File: config.mk
export PLATFORM = sky130hd
export DESIGN_NAME = multi_channel_pid_controller_unit
export DESIGN_NICKNAME = d
export VERILOG_FILES = /design/src/hw/rtl/mcpid_pkg.sv /design/src/hw/rtl/multi_channel_pid_controller_unit.sv
export SDC_FILE = /design/constraint.sdc
export NUM_CORES = 2
export LEC_CHECK = 0
export BUFFER_PORTS_ARGS = -buffer_cell sky130_fd_sc_hd__buf_2
export CAP_MARGIN = 20
export CELL_PAD_IN_SITES_DETAIL_PLACEMENT = 2
export CELL_PAD_IN_SITES_GLOBAL_PLACEMENT = 2
export CORE_MARGIN = 5
export CORE_UTILIZATION = 35
export DETAILED_ROUTE_END_ITERATION = 8
export HOLD_SLACK_MARGIN = 0.05
export PLACE_DENSITY_LB_ADDON = 0.25
export SYNTH_ARGS = -nofsm -noshare
export SYNTH_HDL_FRONTEND = slang
export SYNTH_SLANG_ARGS = --single-unit
File: constraint.sdc
create_clock -name clk -period 19.1 [get_ports clk]
set_input_delay 0.955 -clock clk [delete_from_list [all_inputs] [get_ports clk]]
set_output_delay 0.955 -clock clk [all_outputs]
set_load 0.02 [all_outputs]
File: src/hw/rtl/mcpid_pkg.sv
// Shared types, constants and register codes for the multi-channel PID controller.
// Used by multi_channel_pid_controller_unit; depends on nothing else.
`timescale 1ns / 1ps

package mcpid_pkg;

    localparam int CHANNELS           = 4;
    localparam int SAMPLE_BITS        = 16;
    localparam int GAIN_FRACTION_BITS = 12;

    localparam int CHAN_W   = 2;
    localparam int GAIN_W   = 16;
    localparam int LIMIT_W  = 16;
    localparam int INTEG_W  = 32;
    localparam int CFG_IDX_W  = 3;
    localparam int CFG_DATA_W = 32;

    // Derived datapath widths
    localparam int ERR_W   = SAMPLE_BITS + 1;
    localparam int DIFF_W  = SAMPLE_BITS + 2;
    localparam int SUM_W   = INTEG_W + 2;
    localparam int P_W     = GAIN_W + 1 + ERR_W;
    localparam int I_W     = GAIN_W + 1 + INTEG_W;
    localparam int D_W     = GAIN_W + 1 + DIFF_W;
    localparam int ACC_W   = I_W + 2;
    localparam int Y_W     = ACC_W - GAIN_FRACTION_BITS;

    typedef enum logic [CFG_IDX_W-1:0] {
        REG_GAIN_P       = 3'd0,
        REG_GAIN_I       = 3'd1,
        REG_GAIN_D       = 3'd2,
        REG_OUT_MAX      = 3'd3,
        REG_OUT_MIN      = 3'd4,
        REG_INTEGRAL_MAX = 3'd5,
        REG_INTEGRAL_MIN = 3'd6
    } cfg_reg_t;

    localparam logic [GAIN_W-1:0]         GAIN_P_RESET       = 16'd8192;
    localparam logic [GAIN_W-1:0]         GAIN_I_RESET       = 16'd410;
    localparam logic [GAIN_W-1:0]         GAIN_D_RESET       = 16'd205;
    localparam logic signed [LIMIT_W-1:0] OUT_MAX_RESET      = 16'sd100;
    localparam logic signed [LIMIT_W-1:0] OUT_MIN_RESET      = -16'sd100;
    localparam logic signed [INTEG_W-1:0] INTEGRAL_MAX_RESET = 32'sd1000;
    localparam logic signed [INTEG_W-1:0] INTEGRAL_MIN_RESET = -32'sd1000;

    typedef struct packed {
        logic [CHAN_W-1:0]             channel;
        logic signed [SAMPLE_BITS-1:0] setpoint;
        logic signed [SAMPLE_BITS-1:0] measured;
    } pid_in_t;

    typedef struct packed {
        logic [CHAN_W-1:0]         channel_out;
        logic signed [LIMIT_W-1:0] drive;
        logic                      saturated;
    } pid_out_t;

endpackage

File: src/hw/rtl/multi_channel_pid_controller_unit.sv
// Top level of the four-channel positional PID controller with integral clamp.
// Depends on mcpid_pkg for widths, payload structs and register codes.
`timescale 1ns / 1ps

// Usage
//   in channel  : in_valid/in_ready, word = {channel, setpoint, measured}.
//   out channel : out_valid/out_ready, word = {channel_out, drive, saturated},
//                 one result word per input word, in input order.
//   cfg channel : cfg_valid/cfg_ready with cfg_index and cfg_data; always ready.
//                 Write only while the block is idle.
// Pipeline: input register -> error/integral/derivative stage (channel state
//   is updated here) -> product, sum, shift and saturate into the output
//   register. One word per cycle is sustained while out_ready stays high; a
//   word for the same channel may follow in the next cycle because the
//   state update lands in a single read-modify-write stage.
// Stall: each stage moves when the stage after it is empty or moving, so
//   bubbles are squeezed out; in_ready drops only when all three stages hold
//   words and out_ready is low. Nothing is lost or repeated under stall.
// Reset (rst_n low, asynchronous): pipeline empty, per-channel integral and
//   previous error cleared, configuration back to its default values.
module multi_channel_pid_controller_unit (
    input  logic                                clk,
    input  logic                                rst_n,
    input  logic                                in_valid,
    output logic                                in_ready,
    input  mcpid_pkg::pid_in_t                  in_data,
    output logic                                out_valid,
    input  logic                                out_ready,
    output mcpid_pkg::pid_out_t                 out_data,
    input  logic                                cfg_valid,
    output logic                                cfg_ready,
    input  logic [mcpid_pkg::CFG_IDX_W-1:0]     cfg_index,
    input  logic [mcpid_pkg::CFG_DATA_W-1:0]    cfg_data
);

    // Configuration registers
    logic [mcpid_pkg::GAIN_W-1:0]         gain_p_reg, gain_i_reg, gain_d_reg;
    logic signed [mcpid_pkg::LIMIT_W-1:0] out_max_reg, out_min_reg;
    logic signed [mcpid_pkg::INTEG_W-1:0] integral_max_reg, integral_min_reg;

    // Per-channel loop state
    logic signed [mcpid_pkg::INTEG_W-1:0] error_sum_reg [mcpid_pkg::CHANNELS];
    logic signed [mcpid_pkg::ERR_W-1:0]   prev_err_reg  [mcpid_pkg::CHANNELS];

    // Stage 0: input register
    logic               in_valid_reg;
    mcpid_pkg::pid_in_t in_word_reg;

    // Stage 1: error terms
    logic                                  mid_valid_reg;
    logic                                  mid_live_reg;
    logic [mcpid_pkg::CHAN_W-1:0]          mid_chan_reg;
    logic signed [mcpid_pkg::ERR_W-1:0]    mid_err_reg, mid_err_next;
    logic signed [mcpid_pkg::INTEG_W-1:0]  mid_integ_reg, mid_integ_next;
    logic signed [mcpid_pkg::DIFF_W-1:0]   mid_deriv_reg, mid_deriv_next;

    // Stage 2: output register
    logic                out_valid_reg;
    mcpid_pkg::pid_out_t out_word_reg, out_word_next;

    logic en0, en1, en2;
    logic live0, upd;

    assign en2 = !out_valid_reg || out_ready;
    assign en1 = !mid_valid_reg || en2;
    assign en0 = !in_valid_reg || en1;

    assign in_ready  = en0;
    assign out_valid = out_valid_reg;
    assign out_data  = out_word_reg;
    assign cfg_ready = 1'b1;

    // ---------------- configuration ----------------
    always_ff @(posedge clk or negedge rst_n)
    begin
        if (!rst_n)
        begin
            gain_p_reg       <= mcpid_pkg::GAIN_P_RESET;
            gain_i_reg       <= mcpid_pkg::GAIN_I_RESET;
            gain_d_reg       <= mcpid_pkg::GAIN_D_RESET;
            out_max_reg      <= mcpid_pkg::OUT_MAX_RESET;
            out_min_reg      <= mcpid_pkg::OUT_MIN_RESET;
            integral_max_reg <= mcpid_pkg::INTEGRAL_MAX_RESET;
            integral_min_reg <= mcpid_pkg::INTEGRAL_MIN_RESET;
        end
        else if (cfg_valid)
        begin
            case (cfg_index)
                mcpid_pkg::REG_GAIN_P:       gain_p_reg  <= cfg_data[mcpid_pkg::GAIN_W-1:0];
                mcpid_pkg::REG_GAIN_I:       gain_i_reg  <= cfg_data[mcpid_pkg::GAIN_W-1:0];
                mcpid_pkg::REG_GAIN_D:       gain_d_reg  <= cfg_data[mcpid_pkg::GAIN_W-1:0];
                mcpid_pkg::REG_OUT_MAX:      out_max_reg <= cfg_data[mcpid_pkg::LIMIT_W-1:0];
                mcpid_pkg::REG_OUT_MIN:      out_min_reg <= cfg_data[mcpid_pkg::LIMIT_W-1:0];
                mcpid_pkg::REG_INTEGRAL_MAX: integral_max_reg <= cfg_data[mcpid_pkg::INTEG_W-1:0];
                mcpid_pkg::REG_INTEGRAL_MIN: integral_min_reg <= cfg_data[mcpid_pkg::INTEG_W-1:0];
                default: ;  // unmapped index: write ignored
            endcase
        end
    end

    // ---------------- stage 0 ----------------
    always_ff @(posedge clk or negedge rst_n)
    begin
        if (!rst_n)
            in_valid_reg <= 1'b0;
        else if (en0)
            in_valid_reg <= in_valid;
    end

    always_ff @(posedge clk)
    begin
        if (en0 && in_valid)
            in_word_reg <= in_data;
    end

    // ---------------- stage 1: error, clamped integral, derivative ----------------
    logic signed [mcpid_pkg::SUM_W-1:0] integ_sum;
    logic signed [mcpid_pkg::SUM_W-1:0] imax_ext, imin_ext;

    assign live0 = (mcpid_pkg::CHAN_W + 1)'(in_word_reg.channel)
                   < (mcpid_pkg::CHAN_W + 1)'(mcpid_pkg::CHANNELS);
    assign upd   = in_valid_reg && en1 && live0;

    always_comb
    begin
        mid_err_next = mcpid_pkg::ERR_W'(in_word_reg.setpoint)
                     - mcpid_pkg::ERR_W'(in_word_reg.measured);
        integ_sum = mcpid_pkg::SUM_W'(error_sum_reg[in_word_reg.channel])
                  + mcpid_pkg::SUM_W'(mid_err_next);
        imax_ext  = mcpid_pkg::SUM_W'(integral_max_reg);
        imin_ext  = mcpid_pkg::SUM_W'(integral_min_reg);
        // upper bound is tested first, so it wins where a sum lies beyond both bounds
        if (integ_sum > imax_ext)
            mid_integ_next = integral_max_reg;
        else if (integ_sum < imin_ext)
            mid_integ_next = integral_min_reg;
        else
            mid_integ_next = integ_sum[mcpid_pkg::INTEG_W-1:0];
        mid_deriv_next = mcpid_pkg::DIFF_W'(mid_err_next)
                       - mcpid_pkg::DIFF_W'(prev_err_reg[in_word_reg.channel]);
    end

    always_ff @(posedge clk or negedge rst_n)
    begin
        if (!rst_n)
        begin
            for (int k = 0; k < mcpid_pkg::CHANNELS; k++)
            begin
                error_sum_reg[k] <= '0;
                prev_err_reg[k]  <= '0;
            end
        end
        else if (upd)
        begin
            error_sum_reg[in_word_reg.channel] <= mid_integ_next;
            prev_err_reg[in_word_reg.channel]  <= mid_err_next;
        end
    end

    always_ff @(posedge clk or negedge rst_n)
    begin
        if (!rst_n)
            mid_valid_reg <= 1'b0;
        else if (en1)
            mid_valid_reg <= in_valid_reg;
    end

    always_ff @(posedge clk)
    begin
        if (en1 && in_valid_reg)
        begin
            mid_live_reg  <= live0;
            mid_chan_reg  <= in_word_reg.channel;
            mid_err_reg   <= mid_err_next;
            mid_integ_reg <= mid_integ_next;
            mid_deriv_reg <= mid_deriv_next;
        end
    end

    // ---------------- stage 2: weighted sum and saturation ----------------
    logic signed [mcpid_pkg::P_W-1:0]   prod_p;
    logic signed [mcpid_pkg::I_W-1:0]   prod_i;
    logic signed [mcpid_pkg::D_W-1:0]   prod_d;
    logic signed [mcpid_pkg::ACC_W-1:0] acc;
    logic signed [mcpid_pkg::Y_W-1:0]   y;

    always_comb
    begin
        prod_p = mcpid_pkg::P_W'($signed({1'b0, gain_p_reg}))
               * mcpid_pkg::P_W'(mid_err_reg);
        prod_i = mcpid_pkg::I_W'($signed({1'b0, gain_i_reg}))
               * mcpid_pkg::I_W'(mid_integ_reg);
        prod_d = mcpid_pkg::D_W'($signed({1'b0, gain_d_reg}))
               * mcpid_pkg::D_W'(mid_deriv_reg);
        acc    = mcpid_pkg::ACC_W'(prod_p) + mcpid_pkg::ACC_W'(prod_i)
               + mcpid_pkg::ACC_W'(prod_d);
        y      = acc[mcpid_pkg::ACC_W-1:mcpid_pkg::GAIN_FRACTION_BITS];  // floor shift

        out_word_next.channel_out = mid_chan_reg;
        out_word_next.saturated   = 1'b0;
        if (!mid_live_reg)
            out_word_next.drive = '0;
        else if (y > mcpid_pkg::Y_W'(out_max_reg))
        begin
            out_word_next.drive     = out_max_reg;
            out_word_next.saturated = 1'b1;
        end
        else if (y < mcpid_pkg::Y_W'(out_min_reg))
        begin
            out_word_next.drive     = out_min_reg;
            out_word_next.saturated = 1'b1;
        end
        else
            out_word_next.drive = y[mcpid_pkg::LIMIT_W-1:0];
    end

    always_ff @(posedge clk or negedge rst_n)
    begin
        if (!rst_n)
            out_valid_reg <= 1'b0;
        else if (en2)
            out_valid_reg <= mid_valid_reg;
    end

    always_ff @(posedge clk)
    begin
        if (en2 && mid_valid_reg)
            out_word_reg <= out_word_next;
    end

    // ---------------- assertions ----------------
    a_ready_only_blocked_when_full: assert property (@(posedge clk) disable iff (!rst_n)
        !in_ready |-> (in_valid_reg && mid_valid_reg && out_valid_reg && !out_ready))
        else $error("in_ready low while the pipeline has room");

    a_integral_in_bounds: assert property (@(posedge clk) disable iff (!rst_n)
        (upd && (integral_min_reg <= integral_max_reg)) |=>
        ((mid_integ_reg <= $past(integral_max_reg))
         && (mid_integ_reg >= $past(integral_min_reg))))
        else $error("stored integral outside its clamp");

    a_sat_hits_limit: assert property (@(posedge clk) disable iff (!rst_n)
        (en2 && mid_valid_reg && out_word_next.saturated) |=>
        ((out_word_reg.drive == $past(out_max_reg))
         || (out_word_reg.drive == $past(out_min_reg))))
        else $error("saturated flag set but drive is not a limit");

endmodule
==> impl_metrics.yaml <==
synthesis:
  yosys.area.top_type: "fa_1"
  synth-simple-area-share_pct: 13.4
  synth-warning-count: 0
  synth_area_um2: 65900
  synth-xor-area-share_pct: 1.09
  yosys.area.top_type_share_pct: 36.4
  async_reset_ff_share_pct: 73.8
  ys_seq_area_share_pct: 18.7
  synth_fa_ha_area_share_pct: 46.3
  synth_most_common_cell: "inv_1"
  synthCells: 6458
  synth_cell_types: 94
  synth-compound-area-share_pct: 5.54
  synth_area_leaders: "fa_1 36%, dfrtp_1 11%, ha_1 10%"
  synth_top_family_by_area: "adder cells"
  ys_seq_elements: 465
  muxShareOfSynthArea_pct: 5.85
  synth_top_cells_by_count: "1345 x inv_1, 1197 x fa_1, 703 x nand2_1"
  synth_ff_type: "dfrtp_1"
  avgSynthCellArea_um2: 10.2
  synth_edf_count: 122
  synth_nets: 8254
critical_path:
  crit_path_frequent_cell: "fa_1"
  r2r_slack_ns: 6.86
  critPathBufInv: 7
  worstPathRequired_ns: 19.56
  arrival_ns: 12.69
  critPathTopFamily: "adder cells"
  worst_setup_path_start_kind: "flop"
  worst-setup-path-type: "flop to flop"
  cp-end-kind: "flop"
  crit_slowest_cell: "fa_1"
  cp_max_fo: 31
  slowest_delay_ns: 1.14
global_route:
  track_usage_pct: 23.2
  use_met1_pct: 29.8
  grt_max_degree: 72
  overflow: 0
  met2_usage_pct: 41.2
  first_global_vias: 55000
  grt_pass1_wl_um: 348000
  use_met3_pct: 2.56
  grt-busiest-layer: "met2"
  antenna_found_initial: 22
clocking:
  cts_buffers: 58
  root_buffer: "clkbuf_16"
  ctsLongestPathBuffers: 3
  postCtsResizedCells: 0
  cts_tree: "done"
  cts_setup_buffers: 0
  htree_levels: 2
  cts.clk_slew.worst_paths_ns: 0.07
  clock_latency_ns: 0.71
  cts_sinks: 465
  holdBufCountCts: 0
die:
  ios: 96
  die_x_um: 444
  dieArea_um2: 197000
  fp.coreArea_um2: 188000
  rows: 159
  initial_core_util_pct: 35.1
  die_y_um: 444
route:
  ant_nets: 0
  avgRoutedWirePerCell_um: 25.1
  wl_um: 226000
  drtPass1Iterations: 7
  viasPerCell: 5.11
  vias: 46100
  drc: 0
  drt-initial-drc-count: 2066
layout:
  n_fill_cell: 20100
  synthToLayoutAreaGrowth_pct: 8.32
  largest_reg_flops: 128
  nets: 8265
  drive_gt1_share_pct: 10.6
timing:
  finalSetupViolations: 0
  worst_clock_skew_ns: 0.0829
  finalHoldViolCount: 0
  timing.slew.headroom_pct: 26.5
  tightestPinTransition_ns: 1.10
  setup-tns-final_ns: 0
  period_share_pct: 64.1
  rsz0062_at_grt: "false"
  fin_crit_ns: 12.24
  max_freq_mhz: 81.7
  drv_slew: 0
place:
  gp_congestion: 0.862
  hpwl_um: 186000
  place.port_buffers: 94
status:
  status: "finished clean"
flow_run:
  drv_cap: 0
hold_path:
  min_path_type: "input pin to asynchronous set/reset pin"
worst reg2reg max path: cells and delay by family (launching register included):
family	cells	cell delay, ns
fa+ha+maj	11	5.86
simple gates	9	2.16
flops	1	0.83
mux	1	0.18
compound gates	7	1.73
buf+inv	7	1.22
cells in the final DEF (no fill, tap or decap), drive strengths merged, types with 43 or more instances in the layout:
cell and n:
mux4 49, a21o 59, ha 525, inv 1348, nand2 703, nor3 46, dfrtp 287, a21oi 150
edfxtp 122, xnor2 53, dfstp 56, buf 194, nor2 131, a31oi 43, clkbuf 79, fa 1197
o21ai 139, nand3 60, and2 621, mux2 233
metrics by stage:
step / cell area [um2] / cells / hold slack [ns] / setup WS, ns / utilization (%)
floorplan: 65900 / 6458 / 0.400 / 9.04 / -
global placement: 69400 / 8897 / 0.404 / 7.26 / 37.0
detailed placement: 69400 / 8900 / 0.423 / 6.90 / 37.0
CTS: 71300 / 9009 / 0.221 / 6.76 / 38.0
global route: 71400 / 9013 / 0.249 / 6.02 / 38.1
finish: 71400 / 9016 / 0.234 / 6.86 / 38.1
path summary, 6_finish.rpt:
| kind | from | end | depth (start not counted) |
|---|---|---|---|
| max | gain_d_reg[1]$_DFFE_PN0P_ | out_data[8]$_DFFE_PP_ | 35 |
| min | rst_n | integral_max_reg[28]$_DFFE_PN0P_ | 1 |
| max reg2reg | gain_d_reg[1]$_DFFE_PN0P_ | out_data[8]$_DFFE_PP_ | 35 |
| min reg2reg | mid_chan_reg[1]$_DFFE_PP_ | out_data[18]$_DFFE_PP_ | 0 |
| max in group asynchronous | rst_n | prev_err_reg[58]$_DFFE_PN0P_ | 3 |
| min in group clk | mid_chan_reg[1]$_DFFE_PP_ | out_data[18]$_DFFE_PP_ | 0 |
per-layer routing:
metal,share of wire (%),up-vias,wire length [um]
met5,0,-,0
met4,4.1,0,9300
met3,3.7,268,8340
met2,50,735,112000
met1,43,25000,96200
li1,-,20100,-
cells by family (layout without fill, tap and decap cells):
kind of cell / count (synthesis) / in the layout
compound gates: 553 / 553
other cells: 1 / 4
simple gates: 1752 / 1752
fa+ha+maj: 1722 / 1722
xor+xnor: 82 / 82
mux: 295 / 295
buf+inv: 1588 / 1648
flops: 465 / 465
area by class of cell:
class / count / area, um2 / area share (%)
Clock inverter: 30 / 309 / 0.433
Clock buffer: 79 / 1640 / 2.30
Sequential cell: 465 / 12300 / 17.3
Tap cell: 2495 / 3120 / 4.37
Multi-Input combinational cell: 4405 / 47700 / 66.8
Inverter: 1345 / 5050 / 7.07
Antenna cell: 3 / 7.51 / 0.0105
Timing Repair Buffer: 194 / 1260 / 1.76
Power is not shown: default switching activity piles up to over one toggle a cycle in this logic, so the estimate is an artifact.
